===== config.mk =====
export PLATFORM = sky130hd
export DESIGN_NAME = escaped_frame_decoder_crc32_unit
export DESIGN_NICKNAME = d
export VERILOG_FILES = /design/src/efd_pkg.sv /design/src/escaped_frame_decoder_crc32_unit.sv /design/src/efd_in_reg.sv /design/src/efd_core.sv /design/src/efd_out_reg.sv
export SDC_FILE = /design/constraint.sdc
export NUM_CORES = 1
export LEC_CHECK = 0
export ABC_AREA = 1
export BUFFER_PORTS_ARGS = -buffer_cell sky130_fd_sc_hd__buf_4
export CORE_UTILIZATION = 40
export CTS_CLUSTER_SIZE = 28
export DETAILED_ROUTE_END_ITERATION = 10
export PLACE_DENSITY = 0.63
export SLEW_MARGIN = 10
export SYNTH_ARGS = -nofsm -noshare
export SYNTH_HDL_FRONTEND = slang
export SYNTH_HIERARCHICAL = 1
export SYNTH_SLANG_ARGS = --single-unit

===== constraint.sdc =====
create_clock -name clock -period 7 [get_ports clock]
set_input_delay 0.35 -clock clock [delete_from_list [all_inputs] [get_ports clock]]
set_output_delay 0.35 -clock clock [all_outputs]
set_load 0.02 [all_outputs]

===== src/efd_pkg.sv =====
`default_nettype none

package efd_pkg;

   localparam int BUFFER_BYTES = 1024;
   localparam int COUNT_W      = $clog2(BUFFER_BYTES + 1);
   localparam int MAGIC_BYTES  = 4;
   localparam int CMD_END      = 8;
   localparam int BODY_START   = 16;
   localparam int TAIL_BYTES   = 4;
   localparam int MIN_PACKET   = 4 + 4 + 8 + 4;

   localparam logic [31:0] MAGIC_RESET = 32'h7313_3C2C;
   localparam logic [31:0] CRC_POLY    = 32'hEDB8_8320;
   localparam logic [31:0] CRC_INIT    = 32'hFFFF_FFFF;
   localparam logic [15:0] STRAY_MAX   = 16'hFFFF;

   localparam logic [7:0] ESC_BYTE    = 8'hFF;
   localparam logic [7:0] ESC_LITERAL = 8'h11;
   localparam logic [7:0] ESC_START   = 8'h22;
   localparam logic [7:0] ESC_END     = 8'h33;

   localparam int CSR_ADDR_W  = 3;
   localparam int CSR_DATA_W  = 32;
   localparam int REQ_DATA_W  = 8;
   localparam int REQ_USER_W  = 2;
   localparam int RSP_DATA_W  = 144;
   localparam int RSP_USER_W  = 2;

   typedef enum logic {
      REG_EXPECTED_MAGIC = 1'b0
   } reg_index_type;

   typedef enum logic [1:0] {
      KIND_BYTE   = 2'd0,
      KIND_REPORT = 2'd1,
      KIND_RESET  = 2'd2,
      KIND_UNUSED = 2'd3
   } in_kind_type;

   typedef enum logic [1:0] {
      RES_PAYLOAD = 2'd0,
      RES_ACCEPT  = 2'd1,
      RES_REJECT  = 2'd2,
      RES_REPORT  = 2'd3
   } res_kind_type;

   typedef enum logic [2:0] {
      REASON_NONE     = 3'd0,
      REASON_SHORT    = 3'd1,
      REASON_MAGIC    = 3'd2,
      REASON_CRC      = 3'd3,
      REASON_OVERFLOW = 3'd4,
      REASON_SYMBOL   = 3'd5
   } reason_type;

   typedef enum logic [1:0] {
      SYM_DATA  = 2'd0,
      SYM_START = 2'd1,
      SYM_END   = 2'd2,
      SYM_ERROR = 2'd3
   } sym_type;

   typedef struct packed {
      in_kind_type kind;
      logic [7:0]  data_byte;
   } req_item_type;

   typedef struct packed {
      res_kind_type result_kind;
      logic [7:0]   payload_byte;
      logic [9:0]   payload_offset;
      logic [31:0]  cmd_word;
      logic [63:0]  stamp_word;
      logic [9:0]   payload_length;
      reason_type   reject_reason;
      logic [15:0]  error_count;
   } rsp_item_type;

   function automatic logic [31:0] crc_byte(input logic [31:0] crc, input logic [7:0] b);
      logic [31:0] c;
      c = crc ^ {24'd0, b};
      for (int i = 0; i < 8; i++) begin
         if (c[0]) begin
            c = (c >> 1) ^ CRC_POLY;
         end else begin
            c = c >> 1;
         end
      end
      return c;
   endfunction

endpackage

`default_nettype wire


===== src/escaped_frame_decoder_crc32_unit.sv =====
// Channel | Direction | Handshake                  | Contents
// req     | in        | req_tvalid / req_tready    | tuser kind, tdata raw byte
// rsp     | out       | rsp_tvalid / rsp_tready    | tuser result kind, tdata fields
// csr     | in        | csr_psel/penable, pready=1 | expected_magic at byte address 0
//
// One word per cycle while rsp is not stalled: a word is held in the input register, then the
// escape, framing and byte-wide CRC-32 update run on it into the result register.
// A result reaches rsp from its word through the input register and then the result register.
// Reset is synchronous; it restores expected_magic and clears the decoder state.
// A stalled result holds the core; the input register takes one more word meanwhile.
`default_nettype none

module escaped_frame_decoder_crc32_unit (
   input  wire logic                               clock,
   input  wire logic                               reset,
   input  wire logic                               req_tvalid,
   output logic                                    req_tready,
   input  wire logic [efd_pkg::REQ_DATA_W-1:0]     req_tdata,  // data_byte
   input  wire logic [efd_pkg::REQ_USER_W-1:0]     req_tuser,  // kind
   output logic                                    rsp_tvalid,
   input  wire logic                               rsp_tready,
   // payload_byte, payload_offset, cmd_word, stamp_word, payload_length,
   // reject_reason, error_count, zero pad
   output logic [efd_pkg::RSP_DATA_W-1:0]          rsp_tdata,
   output logic [efd_pkg::RSP_USER_W-1:0]          rsp_tuser,  // result_kind
   input  wire logic                               csr_psel,
   input  wire logic                               csr_penable,
   input  wire logic                               csr_pwrite,
   input  wire logic [efd_pkg::CSR_ADDR_W-1:0]     csr_paddr,
   input  wire logic [efd_pkg::CSR_DATA_W-1:0]     csr_pwdata,
   output logic [efd_pkg::CSR_DATA_W-1:0]          csr_prdata,
   output logic                                    csr_pready
);
   import efd_pkg::*;

   logic [31:0]   magic_ff, magic_in;
   reg_index_type csr_index;
   logic          csr_write;

   req_item_type  req_item;
   req_item_type  item;
   logic          item_valid;
   logic          advance;
   logic          res_valid;
   rsp_item_type  res;
   rsp_item_type  rsp_item;

   assign csr_pready = 1'b1;
   assign csr_index  = reg_index_type'(csr_paddr[CSR_ADDR_W-1]);
   assign csr_write  = csr_psel && csr_penable && csr_pwrite && csr_pready
                       && (csr_index == REG_EXPECTED_MAGIC);

   always_comb begin
      magic_in = magic_ff;
      if (csr_write) begin
         magic_in = csr_pwdata;
      end
   end

   always_comb begin
      unique case (csr_index)
         REG_EXPECTED_MAGIC: csr_prdata = magic_ff;
         default:            csr_prdata = '0;
      endcase
   end

   always_ff @(posedge clock) begin
      if (reset) begin
         magic_ff <= MAGIC_RESET;
      end else begin
         magic_ff <= magic_in;
      end
   end

   assign req_item.kind      = in_kind_type'(req_tuser);
   assign req_item.data_byte = req_tdata;
   assign advance            = item_valid && (!rsp_tvalid || rsp_tready);

   efd_in_reg u_in_reg (
      .clock      (clock),
      .reset      (reset),
      .req_tvalid (req_tvalid),
      .req_tready (req_tready),
      .req_item   (req_item),
      .advance    (advance),
      .item_valid (item_valid),
      .item       (item)
   );

   efd_core u_core (
      .clock          (clock),
      .reset          (reset),
      .advance        (advance),
      .item           (item),
      .expected_magic (magic_ff),
      .res_valid      (res_valid),
      .res            (res)
   );

   efd_out_reg u_out_reg (
      .clock      (clock),
      .reset      (reset),
      .load       (advance && res_valid),
      .load_item  (res),
      .rsp_tready (rsp_tready),
      .rsp_valid  (rsp_tvalid),
      .rsp_item   (rsp_item)
   );

   assign rsp_tuser = rsp_item.result_kind;
   assign rsp_tdata = {1'b0, rsp_item.error_count, rsp_item.reject_reason,
                       rsp_item.payload_length, rsp_item.stamp_word,
                       rsp_item.cmd_word, rsp_item.payload_offset,
                       rsp_item.payload_byte};

   a_no_result_overwrite: assert property (@(posedge clock) disable iff (reset)
      advance |-> (!rsp_tvalid || rsp_tready))
      else $error("result register overwritten while stalled");

   a_no_input_overwrite: assert property (@(posedge clock) disable iff (reset)
      (req_tvalid && req_tready) |-> (!item_valid || advance))
      else $error("input register overwritten before use");

   a_report_follows: assert property (@(posedge clock) disable iff (reset)
      (advance && item.kind == KIND_REPORT) |=> (rsp_tvalid && rsp_tuser == RES_REPORT))
      else $error("report word did not produce a report result");

   a_quiet_kinds: assert property (@(posedge clock) disable iff (reset)
      (advance && (item.kind == KIND_RESET || item.kind == KIND_UNUSED)) |-> !res_valid)
      else $error("decoder reset or unused kind produced a result");

endmodule

`default_nettype wire


===== src/efd_in_reg.sv =====
`default_nettype none

module efd_in_reg (
   input  wire logic                  clock,
   input  wire logic                  reset,
   input  wire logic                  req_tvalid,
   output logic                       req_tready,
   input  wire efd_pkg::req_item_type req_item,
   input  wire logic                  advance,
   output logic                       item_valid,
   output efd_pkg::req_item_type      item
);
   import efd_pkg::*;

   logic         valid_ff, valid_in;
   req_item_type item_ff, item_in;
   logic         take;

   assign req_tready = !valid_ff || advance;
   assign take       = req_tvalid && req_tready;

   always_comb begin
      valid_in = valid_ff;
      item_in  = item_ff;
      if (take) begin
         valid_in = 1'b1;
         item_in  = req_item;
      end else if (advance) begin
         valid_in = 1'b0;
      end
   end

   always_ff @(posedge clock) begin
      if (reset) begin
         valid_ff <= 1'b0;
      end else begin
         valid_ff <= valid_in;
      end
      item_ff <= item_in;
   end

   assign item_valid = valid_ff;
   assign item       = item_ff;

endmodule

`default_nettype wire


===== src/efd_core.sv =====
`default_nettype none

module efd_core (
   input  wire logic                  clock,
   input  wire logic                  reset,
   input  wire logic                  advance,
   input  wire efd_pkg::req_item_type item,
   input  wire logic [31:0]           expected_magic,
   output logic                       res_valid,
   output efd_pkg::rsp_item_type      res
);
   import efd_pkg::*;

   logic               esc_ff, esc_in;
   logic               in_pkt_ff, in_pkt_in;
   logic [COUNT_W-1:0] count_ff, count_in;
   logic [15:0]        stray_ff, stray_in;
   logic [31:0]        tail_ff, tail_in;
   logic [31:0]        crc_ff, crc_in;
   logic [31:0]        magic_ff, magic_in;
   logic [31:0]        cmd_ff, cmd_in;
   logic [63:0]        ts_ff, ts_in;

   always_comb begin
      logic       take;
      sym_type    sym;
      logic [7:0] b;
      esc_in    = esc_ff;
      in_pkt_in = in_pkt_ff;
      count_in  = count_ff;
      stray_in  = stray_ff;
      tail_in   = tail_ff;
      crc_in    = crc_ff;
      magic_in  = magic_ff;
      cmd_in    = cmd_ff;
      ts_in     = ts_ff;
      res       = '0;
      res_valid = 1'b0;
      take      = 1'b0;
      sym       = SYM_DATA;
      b         = item.data_byte;

      unique case (item.kind)
         KIND_REPORT: begin
            res.result_kind = RES_REPORT;
            res.error_count = stray_ff;
            res_valid       = 1'b1;
            stray_in        = '0;
         end
         KIND_RESET: begin
            esc_in    = 1'b0;
            in_pkt_in = 1'b0;
            count_in  = '0;
         end
         KIND_BYTE: begin
            if (esc_ff) begin
               esc_in = 1'b0;
               take   = 1'b1;
               unique case (item.data_byte)
                  ESC_LITERAL: begin
                     sym = SYM_DATA;
                     b   = ESC_BYTE;
                  end
                  ESC_START: sym = SYM_START;
                  ESC_END:   sym = SYM_END;
                  default:   sym = SYM_ERROR;
               endcase
            end else if (item.data_byte == ESC_BYTE) begin
               esc_in = 1'b1;
            end else begin
               take = 1'b1;
            end
         end
         default: ;
      endcase

      if (take) begin
         if (!in_pkt_ff) begin
            if (sym == SYM_START) begin
               in_pkt_in = 1'b1;
               count_in  = '0;
               tail_in   = '0;
               crc_in    = CRC_INIT;
               magic_in  = '0;
               cmd_in    = '0;
               ts_in     = '0;
            end else if (stray_ff != STRAY_MAX) begin
               stray_in = stray_ff + 16'd1;
            end
         end else begin
            case (sym)
               SYM_DATA: begin
                  if (count_ff >= COUNT_W'(BUFFER_BYTES)) begin
                     in_pkt_in         = 1'b0;
                     res.result_kind   = RES_REJECT;
                     res.reject_reason = REASON_OVERFLOW;
                     res_valid         = 1'b1;
                  end else begin
                     if (count_ff < COUNT_W'(MAGIC_BYTES)) begin
                        magic_in = {magic_ff[23:0], b};
                     end else if (count_ff < COUNT_W'(CMD_END)) begin
                        cmd_in = {cmd_ff[23:0], b};
                     end else if (count_ff < COUNT_W'(BODY_START)) begin
                        ts_in = {ts_ff[55:0], b};
                     end
                     if (count_ff >= COUNT_W'(TAIL_BYTES)) begin
                        crc_in = crc_byte(crc_ff, tail_ff[31:24]);
                        if (count_ff >= COUNT_W'(TAIL_BYTES + BODY_START)) begin
                           res.result_kind    = RES_PAYLOAD;
                           res.payload_byte   = tail_ff[31:24];
                           res.payload_offset =
                              10'(count_ff - COUNT_W'(TAIL_BYTES + BODY_START));
                           res_valid          = 1'b1;
                        end
                     end
                     tail_in  = {tail_ff[23:0], b};
                     count_in = count_ff + COUNT_W'(1);
                  end
               end
               SYM_END: begin
                  in_pkt_in       = 1'b0;
                  res_valid       = 1'b1;
                  res.result_kind = RES_REJECT;
                  if (count_ff < COUNT_W'(MIN_PACKET)) begin
                     res.reject_reason = REASON_SHORT;
                  end else if (magic_ff != expected_magic) begin
                     res.reject_reason = REASON_MAGIC;
                  end else if (~crc_ff != tail_ff) begin
                     res.reject_reason = REASON_CRC;
                  end else begin
                     res.result_kind    = RES_ACCEPT;
                     res.cmd_word       = cmd_ff;
                     res.stamp_word     = ts_ff;
                     res.payload_length = 10'(count_ff - COUNT_W'(MIN_PACKET));
                  end
               end
               default: begin
                  in_pkt_in         = 1'b0;
                  res.result_kind   = RES_REJECT;
                  res.reject_reason = REASON_SYMBOL;
                  res_valid         = 1'b1;
               end
            endcase
         end
      end
   end

   always_ff @(posedge clock) begin
      if (reset) begin
         esc_ff    <= 1'b0;
         in_pkt_ff <= 1'b0;
         count_ff  <= '0;
         stray_ff  <= '0;
      end else if (advance) begin
         esc_ff    <= esc_in;
         in_pkt_ff <= in_pkt_in;
         count_ff  <= count_in;
         stray_ff  <= stray_in;
      end
      if (advance) begin
         tail_ff  <= tail_in;
         crc_ff   <= crc_in;
         magic_ff <= magic_in;
         cmd_ff   <= cmd_in;
         ts_ff    <= ts_in;
      end
   end

endmodule

`default_nettype wire


===== src/efd_out_reg.sv =====
`default_nettype none

module efd_out_reg (
   input  wire logic                  clock,
   input  wire logic                  reset,
   input  wire logic                  load,
   input  wire efd_pkg::rsp_item_type load_item,
   input  wire logic                  rsp_tready,
   output logic                       rsp_valid,
   output efd_pkg::rsp_item_type      rsp_item
);
   import efd_pkg::*;

   logic         valid_ff, valid_in;
   rsp_item_type item_ff, item_in;

   always_comb begin
      valid_in = valid_ff && !rsp_tready;
      item_in  = item_ff;
      if (load) begin
         valid_in = 1'b1;
         item_in  = load_item;
      end
   end

   always_ff @(posedge clock) begin
      if (reset) begin
         valid_ff <= 1'b0;
      end else begin
         valid_ff <= valid_in;
      end
      item_ff <= item_in;
   end

   assign rsp_valid = valid_ff;
   assign rsp_item  = item_ff;

endmodule

`default_nettype wire

Word level (Yosys, flattened, before mapping)

Cells that the tools add are included.

Bits in registers: 410
Input bits: 52
Output and inout bits: 181
Word-level logic and storage cells: 223

Add/sub/neg operators: 3
Magnitude comparators: 7
Equal/unequal tests: 19
Mux-type cells: 129
Bitwise operators: 17
Reductions and logical operators: 26

Operators by type and width:

| operator              | number |
|---|---|
| $mux 32               | 62 |
| $mux 64               | 7 |
| $mux 106              | 4 |
| $mux 129              | 2 |
| $not 13->14           | 8 |
| $mux 16               | 5 |
| $mux 11               | 6 |
| $ne 32x32->1          | 2 |
| $mux 20               | 2 |
| $mux 18               | 2 |
| $not 32->32           | 1 |
| $xor 32x8->32         | 1 |
| $mux 8                | 3 |
| $lt 11x5->1 const B   | 2 |
| $mux 1                | 21 |
| $add 16x1->16 const B | 1 |
| $eq 8x6->1 const B    | 2 |
| $mux 2                | 8 |
| $ne 16x16->1 const B  | 1 |
| $ne 2x2->1 const B    | 8 |
| $reduce_and 6->1      | 2 |
| $reduce_or 6->1       | 2 |
| $add 11x1->11 const B | 1 |
| $ge 11x11->1 const B  | 1 |
| 24 further kinds      | 47 |

Logic depth before layout (Yosys ltp)

Gate-level depths: netlist of run 1.

Word-level depth: 56
Depth in mapped cells: 13

Cells and area by module

The synthesis of run 1 kept the hierarchy.

Modules (own cells, without submodules):

| module                           | instances | cells an instance | area an instance (µm²) | seq. area each (µm²) |
|---|---|---|---|---|
| efd_core                         | 1         | 1522              | 12366.9                | 6346.1 |
| efd_out_reg                      | 1         | 150               | 4394.2                 | 4374.2 |
| escaped_frame_decoder_crc32_unit | 1         | 255               | 1611.5                 | 640.6 |
| efd_in_reg                       | 1         | 16                | 347.8                  | 320.3 |

Worst setup path after synthesis of run 1

Ideal clock, no wire load.

Path type: reg2reg
Start: reg u_in_reg.item_ff, in the netlist u_in_reg/item[8]
End: reg u_out_reg.valid_ff (netlist: u_out_reg/rsp_valid)
Arrival: 5252 ps
Data required time: 6925 ps
Setup slack: 1673 ps
Stages on the path, launching flop included: 12
Buffers on the path: 1
Period minus slack after synthesis: 5327 ps
Path through: edfxtp_1 -> inv_2 -> nand2_1 -> inv_1 -> nand2_1 -> nor2_2 -> inv_2 -> clkbuf_1 -> o21ai_0 -> and2_1 -> inv_1 -> a21oi_2

Longest elaborated chain between the ends: 10
Elaborated cells on any way between the ends: 14

RTL lines:

| what                   | line                                    | text |
|---|---|---|
| from (decl)            | efd_in_reg.sv:16                        | `req_item_type item_ff, item_in;` |
| from (signal assigned) | efd_in_reg.sv:39                        | `item_ff <= item_in;` |
| $eq 2x1->1             | efd_core.sv:43                          | `unique case (item.kind)` |
| $mux 1                 | efd_core.sv:43                          |  |
| $mux 1                 | efd_core.sv:108                         | `if (count_ff >= COUNT_W'(TAIL_BYTES + BODY_START)) begin` |
| $mux 1                 | efd_core.sv:106                         | `if (count_ff >= COUNT_W'(TAIL_BYTES)) begin` |
| $mux 1                 | efd_core.sv:93                          | `if (count_ff >= COUNT_W'(BUFFER_BYTES)) begin` |
| $mux 1                 | efd_core.sv:91                          | `case (sym)` |
| $mux 1                 | efd_core.sv:78                          | `if (!in_pkt_ff) begin` |
| $mux 1 (*)             | efd_core.sv:77                          | `if (take) begin` |
| named net res_valid    | escaped_frame_decoder_crc32_unit.sv:44  | `logic res_valid;` |
| $logic_and 1x1->1 (*)  | escaped_frame_decoder_crc32_unit.sv:103 | `.load (advance && res_valid),` |
| $mux 1 (*)             | efd_out_reg.sv:20                       | `if (load) begin` |
| to (signal assigned)   | efd_out_reg.sv:30                       | `valid_ff <= valid_in;` |
| to (decl)              | efd_out_reg.sv:14                       | `logic valid_ff, valid_in;` |

Mark *: on every way through the listed nets, which the timed path passes. The rest lies on a longest branch.
A chain may end at the register's enable or synchronous reset.

Worst setup path in the final report of run 1

Start: reg u_in_reg.item_ff, in the netlist u_in_reg/item[4]
End: reg u_core.ts_ff[44], enable pin

Longest elaborated chain between the ends: 7
Elaborated cells on any way between the ends: 15

RTL lines:

| what                                                                    | line                           | text |
|---|---|---|
| $eq 8x6->1 / $eq 8x5->1 (equally long branches)                         | efd_core.sv:59                 | `unique case (item.data_byte)` |
| $pmux 2 s3                                                              | efd_core.sv:59                 |  |
| $mux 2                                                                  | efd_core.sv:56                 | `if (esc_ff) begin` |
| $mux 2                                                                  | efd_core.sv:43                 |  |
| $eq 2x1->1 / $logic_not 2->1 (equally long branches)                    | efd_core.sv:79, efd_core.sv:91 |  |
| $reduce_bool 2->1 (no source line) / $ne 2x2->1 (equally long branches) | n/a                            |  |
| $reduce_and 8->1 (no source line) (*)                                   | n/a                            |  |
| to (signal assigned)                                                    | efd_core.sv:165                | `ts_ff <= ts_in;` |
| to (decl)                                                               | efd_core.sv:22                 | `logic [63:0] ts_ff, ts_in;` |

Mark *: on every way between the ends. The rest lies on a longest branch, timed or not.

==> run_results.csv, run 1 <==
group,metric,value,unit
routing,drt_iter0_markers,1133,
yosys,synth.top_cell.area_share,55.7,%
final_layout,num_antenna_cells,0,
yosys,post_synth_num_cell_types,43,
routing,mean_number_of_vias_per_cell,4.72,
yosys,postSynth.asyncResetShare,0,%
yosys,synth_compound_area_share,3.06,%
routing,1st_pass_router_iterations,6,
floorplan,dieHeight,218,um
sta,tns,0,ns
global_routing,first_global_vias,12700,
yosys,number_of_enable_type_register_cells_in_the_synthesized_netlist,347,
setup_path,slowest_delay,0.79,ns
global_routing,grt_pass1_wl,66.6,mm
yosys,ys_dominant_reg_cell,"sky130_fd_sc_hd__edfxtp_1",
sta,final-max-slew-violation-count,0,
sta,timing_worst_slew_pin_value,1.06,ns
setup_path,cp_cell_sequence,"nor2_1, nand2_1, nor2_1, nand4_1, nand2_1, o21ai_2, nor2_4, inv_2, nor2_4, buf_4",
floorplan,die_area,0.0477,mm^2
routing,detail-route-antenna-nets,0,
placed_design,hpwlAfterDp,28.8,mm
clock_network,ctsLongestPathBuffers,3,
clock_network,post_cts.repair.setup_buffers,0,
worst_hold_path,hold_end,"u_out_reg/rsp_valid$_SDFF_PP0_",
floorplan,io_pins,233,
pwr,vdd.ir_drop.worst,0.169,mV
setup_path,crit_type,"flip-flop to flip-flop",
yosys,yosys_warnings,6,
floorplan,core_area,0.0458,mm^2
placed_design,portBuffers,228,
yosys,post_synth_instance_area,0.0187,mm^2
pwr,power-per-cell-area,240,mW/mm^2
final_layout,post-route-util,49.5,%
sta,fin_hold_ws,0.0382,ns
yosys,largest_family_of_logic_cells_by_synthesized_area,"simple AND/OR/NAND/NOR gates",
sta,timing.final.hold_violations,0,
final_layout,area_delta_synth_final,20.9,%
placed_design,gpl.final_weighted_congestion,0.858,
routing,drc_errors,0,
sta,rsz0062_at_grt,"no",
sta,setup-violations-final,0,
setup_path,worstReg2RegEnd,"u_core/ts_ff[44]$_SDFFCE_PN0P_",
sta,min_period,4.58,ns
global_routing,grt_antenna_before_repair,0,
final_layout,drive_gt1_share,17.4,%
setup_path,rr_worst_depth,10,
routing,wl,42.8,mm
worst_hold_path,min-delay-path-class,"primary input to flip-flop",
sta,layout_worst_path_cycle_share,65.4,%
setup_path,cp.arrival,4.78,ns
yosys,top_cell_type_by_total_area_after_synthesis,"sky130_fd_sc_hd__edfxtp_1",
global_routing,grt-ovfl-total,0,
pwr,power.static_leakage,0.00957,uW
floorplan,die_width,218,um
setup_path,reg2reg_setup_slack,2.42,ns
global_routing,grt_use_total,17.9,%
final_layout,nets,2243,
clock_network,path_clk_slew,0.06,ns
setup_path,worst_setup_path_start_kind,"flip-flop",
clock_network,clock-root-buffer,"sky130_fd_sc_hd__clkbuf_16",
sta,final.setup_skew,0.0247,ns
setup_path,crit_slowest_cell,"sky130_fd_sc_hd__nor2_4",
clock_network,source_to_sink_clock_delay_at_the_later_pin_of_the_worst_skew_pair,0.57,ns
routing,vias,13300,
clock_network,numClockSinks,410,
sta,slew_headroom,29.1,%
yosys,post_synth_inst_count,1943,
yosys,mappedNetlistNets,2002,
setup_path,crit_required,7.20,ns
setup_path,worst_setup_path_end_kind,"flip-flop",
worst_hold_path,hp-start,"rsp_tready",
yosys,avg_synthesized_cell_area,9.63,um^2
status,run_status,"finished clean",
setup_path,path_max_fanout,40,
yosys,synth.area.mux_share,0,%
setup_path,worst_r2r_startpoint,"u_in_reg/item[4]$_DFFE_PP_",
routing,wire_per_inst,15.2,um
final_layout,layout.cells.most_common,"sky130_fd_sc_hd__nand2_1",
yosys,synth_simple_gate_area_share,20.9,%
clock_network,cts_tree,"yes",
pwr,power.total,5440,uW
final_layout,most-common-layout-cells,"sky130_fd_sc_hd__nand2_1 (448), sky130_fd_sc_hd__edfxtp_1 (347), sky130_fd_sc_hd__inv_1 (300), sky130_fd_sc_hd__nor2_1 (284), sky130_fd_sc_hd__buf_4 (236)",
clock_network,cts_inserted_buffers,44,
floorplan,std_cell_rows,78,
flow_run,max-cap-violations,0,
floorplan,initial_core_util,40.9,%
yosys,synthAdderAreaFrac,0.468,%
yosys,synth_seq_area_share,62.4,%
yosys,synthXorXnorAreaFrac,5.01,%
sta,fmax,0.218,GHz
yosys,synth_top_area_cells,"sky130_fd_sc_hd__edfxtp_1 (56%), sky130_fd_sc_hd__nand2_1 (9.0%), sky130_fd_sc_hd__dfxtp_1 (6.7%)",
worst_hold_path,hold_depth,4,
yosys,synth-seq-cells,410,
clock_network,h_tree_levels,2,
global_routing,grt_max_degree,84,
stage by stage:
step	instances	worst slack, ns	instance area, um^2
2_1_floorplan	1943	1.67	18700
3_3_place_gp	2713	2.52	21000
3_5_place_dp	2713	2.38	21000
4_1_cts	2820	2.36	22600
5_1_grt	2820	2.07	22600
6_report	2820	2.42	22600
kinds of logic after synthesis:
family / after synthesis
AOI/OAI and AO/OA: 109
adders and majority gates: 7
buffers and inverters: 379
xor gates and xnor gates: 101
DFF: 410
other: 2
and+or+nand+nor: 935
routing by layer:
| metal | track usage (%) | up-vias | wire (um) |
|---|---|---|---|
| met3 | 3.54 | 67 | 2570 |
| met1 | 23.9 | 6226 | 18800 |
| met4 | 5.92 | 0 | 1140 |
| li1 | - | 6649 | - |
| met5 | 0 | - | 0 |
| met2 | 29.0 | 377 | 20300 |
repair_timing:
| action | in CTS | in global routing |
|---|---|---|
| hold endpoints to repair | 25 | 0 |
| hold buffers | 25 | 0 |
| gates resized for setup | 0 | 0 |
worst max path at each step:
stage / startpoint / depth (start not counted) / slack, ns / endpoint
2_1_floorplan: u_in_reg/item[8]$_DFFE_PP_ / 11 / 1.67 / u_out_reg/rsp_valid$_SDFF_PP0_
3_3_place_gp: u_in_reg/item[8]$_DFFE_PP_ / 10 / 2.52 / u_core/ts_ff[60]$_SDFFCE_PN0P_
3_5_place_dp: u_in_reg/item[8]$_DFFE_PP_ / 10 / 2.38 / u_core/ts_ff[63]$_SDFFCE_PN0P_
4_1_cts: u_in_reg/item[8]$_DFFE_PP_ / 10 / 2.36 / u_core/ts_ff[44]$_SDFFCE_PN0P_
5_1_grt: u_in_reg/item[8]$_DFFE_PP_ / 10 / 2.07 / u_core/ts_ff[44]$_SDFFCE_PN0P_
6_report: u_in_reg/item[4]$_DFFE_PP_ / 10 / 2.42 / u_core/ts_ff[44]$_SDFFCE_PN0P_
Yosys cell counts, drive strengths merged, types with 15 or more instances:
| master | number |
|---|---|
| nand2 | 458 |
| edfxtp | 347 |
| nor2 | 317 |
| inv | 313 |
| nand3 | 103 |
| xor2 | 73 |
| dfxtp | 63 |
| a21oi | 52 |
| o21ai | 50 |
| buf | 37 |
| clkbuf | 29 |
| xnor2 | 28 |
| nor3 | 24 |
| nand4 | 15 |
registers in the layout, indices dropped and copies added (netlist names):
signal               cells
u_out_reg/rsp_item     145
u_in_reg/item           10
u_core/tail_ff          32
u_core/ts_ff            64
u_in_reg/item_valid      1
u_core/crc_ff           32
u_core/cmd_ff           32
magic_ff                32
u_core/in_pkt_ff         1
u_core/count_ff         11
u_core/stray_ff         16
u_out_reg/rsp_valid      1
u_core/esc_ff            1
u_core/magic_ff         32
layout make-up:
cell class	count	area (um^2)
fillers	4130	23100
flip-flops and latches	410	11700
multi-input cells	1154	5570
repair buffers	261	2020
clock buffers	55	1210
inverters	313	1170
well taps	600	751
clock inverters	27	225
report_power, final:
part           internal [uW]  total [uW]  switching, uW  leakage, uW
sequential              2700        2740           39.0      0.00348
combinational            138         403            265      0.00539
clock                   1350        2300            953     0.000703
total                   4180        5440           1260      0.00957
critical path: cells and delay by family (launching register included):
family / cells / cell delay [ns]
AO/OA/AOI/OAI: 1 / 0.14
buffers and inverters: 2 / 0.83
flip-flops: 1 / 0.43
AND/OR/NAND/NOR: 7 / 2.77
Note: power is estimated with default switching activity, not from simulation.
==> run 2: changes to the inputs <==
--- a/config.mk
+++ b/config.mk
@@ -10,7 +10,7 @@
 export CORE_UTILIZATION = 40
 export CTS_CLUSTER_SIZE = 28
 export DETAILED_ROUTE_END_ITERATION = 10
-export PLACE_DENSITY = 0.63
+export PLACE_DENSITY = 0.65
 export SLEW_MARGIN = 10
 export SYNTH_ARGS = -nofsm -noshare
 export SYNTH_HDL_FRONTEND = slang
==> constraint.sdc (replaced) <==
create_clock -name clock -period 3.95 [get_ports clock]
set_input_delay 0.1975 -clock clock [delete_from_list [all_inputs] [get_ports clock]]
set_output_delay 0.1975 -clock clock [all_outputs]
set_load 0.02 [all_outputs]
==> run_results.csv, run 2 (same netlist as run 1, synthesis figures left out) <==
group,metric,value,unit
clock_network,cts_tree,"yes",
pwr,vdd.ir_drop.worst,0.284,mV
sta,timing_worst_slew_pin_value,1.02,ns
global_routing,grt_antenna_before_repair,0,
flow_run,max-cap-violations,0,
routing,1st_pass_router_iterations,7,
setup_path,critical_path_launch_point,"u_in_reg/item[5]$_DFFE_PP_",
sta,timing.final.hold_violations,0,
setup_path,path_max_fanout,32,
setup_path,reg2reg_setup_slack,1.12,ns
pwr,power-per-cell-area,415,mW/mm^2
routing,detail-route-antenna-nets,0,
pwr,power.static_leakage,0.00969,uW
final_layout,nets,2274,
floorplan,std_cell_rows,78,
floorplan,dieHeight,218,um
final_layout,layout.filler_cells,4120,
setup_path,worstReg2RegEnd,"u_core/crc_ff[14]$_SDFFCE_PN1P_",
floorplan,initial_core_util,40.9,%
setup_path,cp.arrival,3.05,ns
clock_network,path_clk_slew,0.05,ns
routing,wl,43.2,mm
sta,final-max-slew-violation-count,0,
final_layout,drive_gt1_share,17.5,%
setup_path,worst_r2r_startpoint,"u_in_reg/item[5]$_DFFE_PP_",
worst_hold_path,min-delay-path-class,"primary input to flip-flop",
setup_path,worst_setup_path_start_kind,"flip-flop",
final_layout,most-common-layout-cells,"sky130_fd_sc_hd__nand2_1 (448), sky130_fd_sc_hd__edfxtp_1 (347), sky130_fd_sc_hd__inv_1 (300), sky130_fd_sc_hd__nor2_1 (284), sky130_fd_sc_hd__buf_4 (242)",
clock_network,h_tree_levels,2,
placed_design,gpl.final_weighted_congestion,0.869,
sta,slew_headroom,32.1,%
sta,setup-violations-final,0,
sta,tns,0,ns
floorplan,die_area,0.0477,mm^2
global_routing,grt_pass1_wl,67.2,mm
setup_path,worst_setup_path_end_kind,"flip-flop",
sta,min_period,2.83,ns
global_routing,grt-ovfl-total,0,
routing,drt_iter0_markers,1044,
routing,mean_number_of_vias_per_cell,4.73,
sta,final.setup_skew,0.0197,ns
sta,rsz0062_at_grt,"no",
final_layout,area_delta_synth_final,22.4,%
setup_path,rr_worst_depth,12,
final_layout,num_antenna_cells,0,
global_routing,grt_max_degree,90,
floorplan,core_area,0.0458,mm^2
final_layout,max_reg_flops,145,
floorplan,die_width,218,um
worst_hold_path,hold_depth,6,
placed_design,preCtsSetupSlack,1.19,ns
sta,layout_worst_path_cycle_share,71.7,%
floorplan,io_pins,233,
final_layout,layout.cells.most_common,"sky130_fd_sc_hd__nand2_1",
clock_network,clock-root-buffer,"sky130_fd_sc_hd__clkbuf_16",
setup_path,setup.worst_path.end,"u_core/crc_ff[14]$_SDFFCE_PN1P_",
setup_path,crit_type,"flip-flop to flip-flop",
clock_network,source_to_sink_clock_delay_at_the_later_pin_of_the_worst_skew_pair,0.57,ns
global_routing,first_global_vias,12800,
setup_path,crit_required,4.16,ns
clock_network,cts_inserted_buffers,44,
clock_network,post_cts.repair.setup_buffers,0,
placed_design,portBuffers,228,
clock_network,ctsLongestPathBuffers,3,
clock_network,numClockSinks,410,
routing,wire_per_inst,15.2,um
placed_design,hpwlAfterDp,28.9,mm
status,run_status,"finished clean",
sta,final.setup.worst_slack,1.12,ns
routing,drc_errors,0,
sta,fmax,0.353,GHz
routing,vias,13500,
global_routing,grt_use_total,18.1,%
==> run 2: critical path, cell delays in order, from the launching register on <==
cell and delay, ns:
sky130_fd_sc_hd__edfxtp_1 0.40, sky130_fd_sc_hd__inv_1 0.10, sky130_fd_sc_hd__nand2_1 0.06, sky130_fd_sc_hd__nor2_1 0.16, sky130_fd_sc_hd__nand2_2 0.13, sky130_fd_sc_hd__nand3_2 0.19
sky130_fd_sc_hd__nand2_2 0.09, sky130_fd_sc_hd__nor2_2 0.47, sky130_fd_sc_hd__o21ai_2 0.15, sky130_fd_sc_hd__nor2_4 0.12, sky130_fd_sc_hd__inv_2 0.10, sky130_fd_sc_hd__nor2_2 0.09
sky130_fd_sc_hd__buf_4 0.40
==> run 2: cell type report <==
type | count | area [um^2] | share of cell area, %
timing repair buffer | 292 | 2360 | 10.3
tap | 600 | 751 | 3.28
multi-input combinational | 1154 | 5560 | 24.3
sequential | 410 | 11700 | 51.0
inverter | 313 | 1170 | 5.13
clock buffer | 60 | 1220 | 5.34
clock inverter | 19 | 151 | 0.661
==> run 2: metrics by stage <==
stage,hold slack (ns),utilization [%],instance area [um^2],cells,total power [uW]
2_1_floorplan,0.260,-,18700,1943,5360
3_5_place_dp,0.378,46.0,21100,2723,5650
5_1_grt,0.153,50.0,22900,2848,9870
3_3_place_gp,0.378,46.0,21100,2723,5630
6_report,0.122,50.0,22900,2848,9520
4_1_cts,0.0903,50.0,22900,2848,9640
==> run 2: how the worst min path moves through the flow <==
stage                      start  slack [ns]                                to
floorplan                  reset        0.26  u_in_reg/item_valid$_SDFFE_PP0P_
global placement    req_tuser[0]        0.38        u_in_reg/item[8]$_DFFE_PP_
detailed placement  req_tdata[0]        0.38        u_in_reg/item[0]$_DFFE_PP_
CTS                     csr_psel        0.09         magic_ff[27]$_SDFFE_PP0P_
global route            csr_psel        0.15         magic_ff[26]$_SDFFE_PP0P_
finish                  csr_psel        0.12         magic_ff[14]$_SDFFE_PP0P_
==> run 2: where the power goes <==
group          total (uW)  internal, uW  switching, uW  leakage (uW)
clock network        3930          2300           1630      0.000675
registers            4860          4780           84.9       0.00348
logic                 726           265            461       0.00554
==> run 2: layer usage <==
metal,vias to the layer above,global-route usage [%],share of wire [%]
li1,6705,-,-
met1,6314,23.8,44
met2,377,29.7,47
met3,76,2.84,5.6
met4,0,7.32,3.0
met5,-,0,0
==> run 2: what timing repair did <==
action	CTS	global route
gates resized for setup	0	0
hold endpoints to repair	48	0
hold buffers	46	0
==> run 3: changes to the inputs <==
==> constraint.sdc (replaced) <==
create_clock -name clock -period 2.45 [get_ports clock]
set_input_delay 0.1225 -clock clock [delete_from_list [all_inputs] [get_ports clock]]
set_output_delay 0.1225 -clock clock [all_outputs]
set_load 0.02 [all_outputs]
==> run_results.csv, run 3 (same netlist as run 1, synthesis figures left out) <==
group,metric,value,unit
setup_path,cp.arrival,2.46,ns
status,run_status,"finished clean",
setup_path,crit_required,2.64,ns
routing,mean_number_of_vias_per_cell,4.70,
placed_design,preCtsSetupSlack,0.196,ns
sta,slew_headroom,40.6,%
sta,final-max-slew-violation-count,0,
routing,drt_iter0_markers,969,
sta,fmax,0.442,GHz
floorplan,initial_core_util,40.9,%
final_layout,post-route-util,50.7,%
floorplan,dieHeight,218,um
sta,rsz0062_at_grt,"no",
floorplan,core_area,0.0458,mm^2
routing,wl,43.4,mm
global_routing,gr-usage-met2,30.1,%
final_layout,stdcell_count,2874,
final_layout,most-common-layout-cells,"sky130_fd_sc_hd__nand2_1 (445), sky130_fd_sc_hd__edfxtp_1 (347), sky130_fd_sc_hd__inv_1 (299), sky130_fd_sc_hd__nor2_1 (283), sky130_fd_sc_hd__buf_4 (269)",
final_layout,nets,2303,
routing,wire_per_inst,15.1,um
final_layout,max_reg_flops,145,
sta,layout_worst_path_cycle_share,92.4,%
routing,1st_pass_router_iterations,5,
setup_path,crit_type,"flip-flop to flip-flop",
global_routing,grt_use_total,18.2,%
clock_network,source_to_sink_clock_delay_at_the_later_pin_of_the_worst_skew_pair,0.56,ns
worst_hold_path,min-delay-path-class,"primary input to flip-flop",
setup_path,path_max_fanout,32,
final_layout,layout.filler_cells,4080,
final_layout,num_antenna_cells,0,
flow_run,max-cap-violations,0,
pwr,power.total,15500,uW
global_routing,grt_pass1_wl,68.1,mm
placed_design,place.detailed.instances,2755,
clock_network,cts_tree,"yes",
clock_network,ctsLongestPathBuffers,3,
global_routing,global_route.usage.met3,2.69,%
global_routing,global_route.usage.met1,23.8,%
setup_path,worst_setup_path_end_kind,"flip-flop",
global_routing,grt_max_degree,159,
sta,min_period,2.26,ns
floorplan,std_cell_rows,78,
global_routing,grt-busiest-layer,"met2",
final_layout,area_delta_synth_final,24.0,%
global_routing,first_global_vias,13000,
global_routing,grt-ovfl-total,0,
clock_network,path_clk_slew,0.06,ns
placed_design,hpwlAfterDp,29.5,mm
pwr,power-per-cell-area,667,mW/mm^2
sta,timing.final.hold_violations,0,
sta,setup-violations-final,0,
sta,final.setup_skew,0.0190,ns
global_routing,grt_antenna_before_repair,1,
pwr,power.static_leakage,0.00985,uW
setup_path,worst_setup_path_start_kind,"flip-flop",
routing,vias,13500,
routing,detail-route-antenna-nets,0,
clock_network,numClockSinks,410,
floorplan,die_width,218,um
final_layout,multi_input_logic_area,0.00560,mm^2
placed_design,gpl.final_weighted_congestion,0.876,
clock_network,postCtsResizedCells,0,
final_layout,layout.area.seq,0.0117,mm^2
placed_design,portBuffers,228,
sta,tns,0,ns
pwr,vdd.ir_drop.worst,0.480,mV
floorplan,die_area,0.0477,mm^2
sta,final.setup.worst_slack,0.187,ns
final_layout,drive_gt1_share,18.9,%
floorplan,io_pins,233,
sta,timing_worst_slew_pin_value,0.890,ns
clock_network,h_tree_levels,2,
clock_network,clock-root-buffer,"sky130_fd_sc_hd__clkbuf_16",
routing,drc_errors,0,
clock_network,cts_inserted_buffers,43,
final_layout,layout.cells.most_common,"sky130_fd_sc_hd__nand2_1",
==> run 3: cell count changes in the layout (fill, tap and decap cells not counted), sizes merged <==
cell,delta
buf,+32
dlygate4sd3,-2
clkinv,+2
clkbuf,-8
inv,-1
bufinv,+3
==> run 3: power by group <==
group	switching [uW]	total (uW)	internal [uW]
registers	108	7810	7700
clock network	2640	6420	3780
logic	785	1250	460
total	3530	15500	11900
==> run 3: per-stage QoR <==
stage | hold WS (ns) | area (um^2)
after CTS | 0.0222 | 23200
after global routing | 0.0624 | 23200
final | 0.0542 | 23200
after detailed placement | 0.306 | 21400
after global placement | 0.303 | 21400
after floorplan | 0.185 | 18800
==> run 3: worst max-delay path: stages (launching register included) <==
cell,delay (ns)
sky130_fd_sc_hd__edfxtp_1,0.41
sky130_fd_sc_hd__inv_1,0.10
sky130_fd_sc_hd__nand2_1,0.06
sky130_fd_sc_hd__nor2_2,0.17
sky130_fd_sc_hd__nand2_2,0.13
sky130_fd_sc_hd__nand3_4,0.15
sky130_fd_sc_hd__nand2_4,0.08
sky130_fd_sc_hd__nor2_4,0.10
sky130_fd_sc_hd__o21ai_2,0.09
sky130_fd_sc_hd__nor2_4,0.16
sky130_fd_sc_hd__buf_4,0.41
==> run 3: metal layers <==
layer / vias up / part of all wire [%]
met3: 91 / 4.8
met5: - / 0
met4: 0 / 3.4
met1: 6300 / 44
met2: 363 / 48
li1: 6749 / -
==> run 3: layout make-up <==
type	instances	area share (%)
flip-flops and latches	410	50.3
multi-input cells	1154	24.1
repair buffers	322	11.4
inverters	313	5.08
clock buffers	52	4.82
well taps	600	3.23
clock inverters	23	1.06
==> run 3: what timing repair did <==
item,in CTS,in global routing
endpoints found under the setup margin,0,0
buffers inserted,0,0
hold buffers,44,0
endpoints found under the hold margin,44,0
==> run 3: path summary, 6_finish.rpt <==
check        slack (ns)                        startpoint                               end  cells after the start
max                0.19        u_in_reg/item[6]$_DFFE_PP_   u_core/tail_ff[8]$_SDFFCE_PN0P_                     10
min                0.05                          csr_psel         magic_ff[26]$_SDFFE_PP0P_                      6
max reg2reg        0.19        u_in_reg/item[6]$_DFFE_PP_   u_core/tail_ff[8]$_SDFFCE_PN0P_                     10
min reg2reg        0.49  u_in_reg/item_valid$_SDFFE_PP0P_  u_in_reg/item_valid$_SDFFE_PP0P_                      2
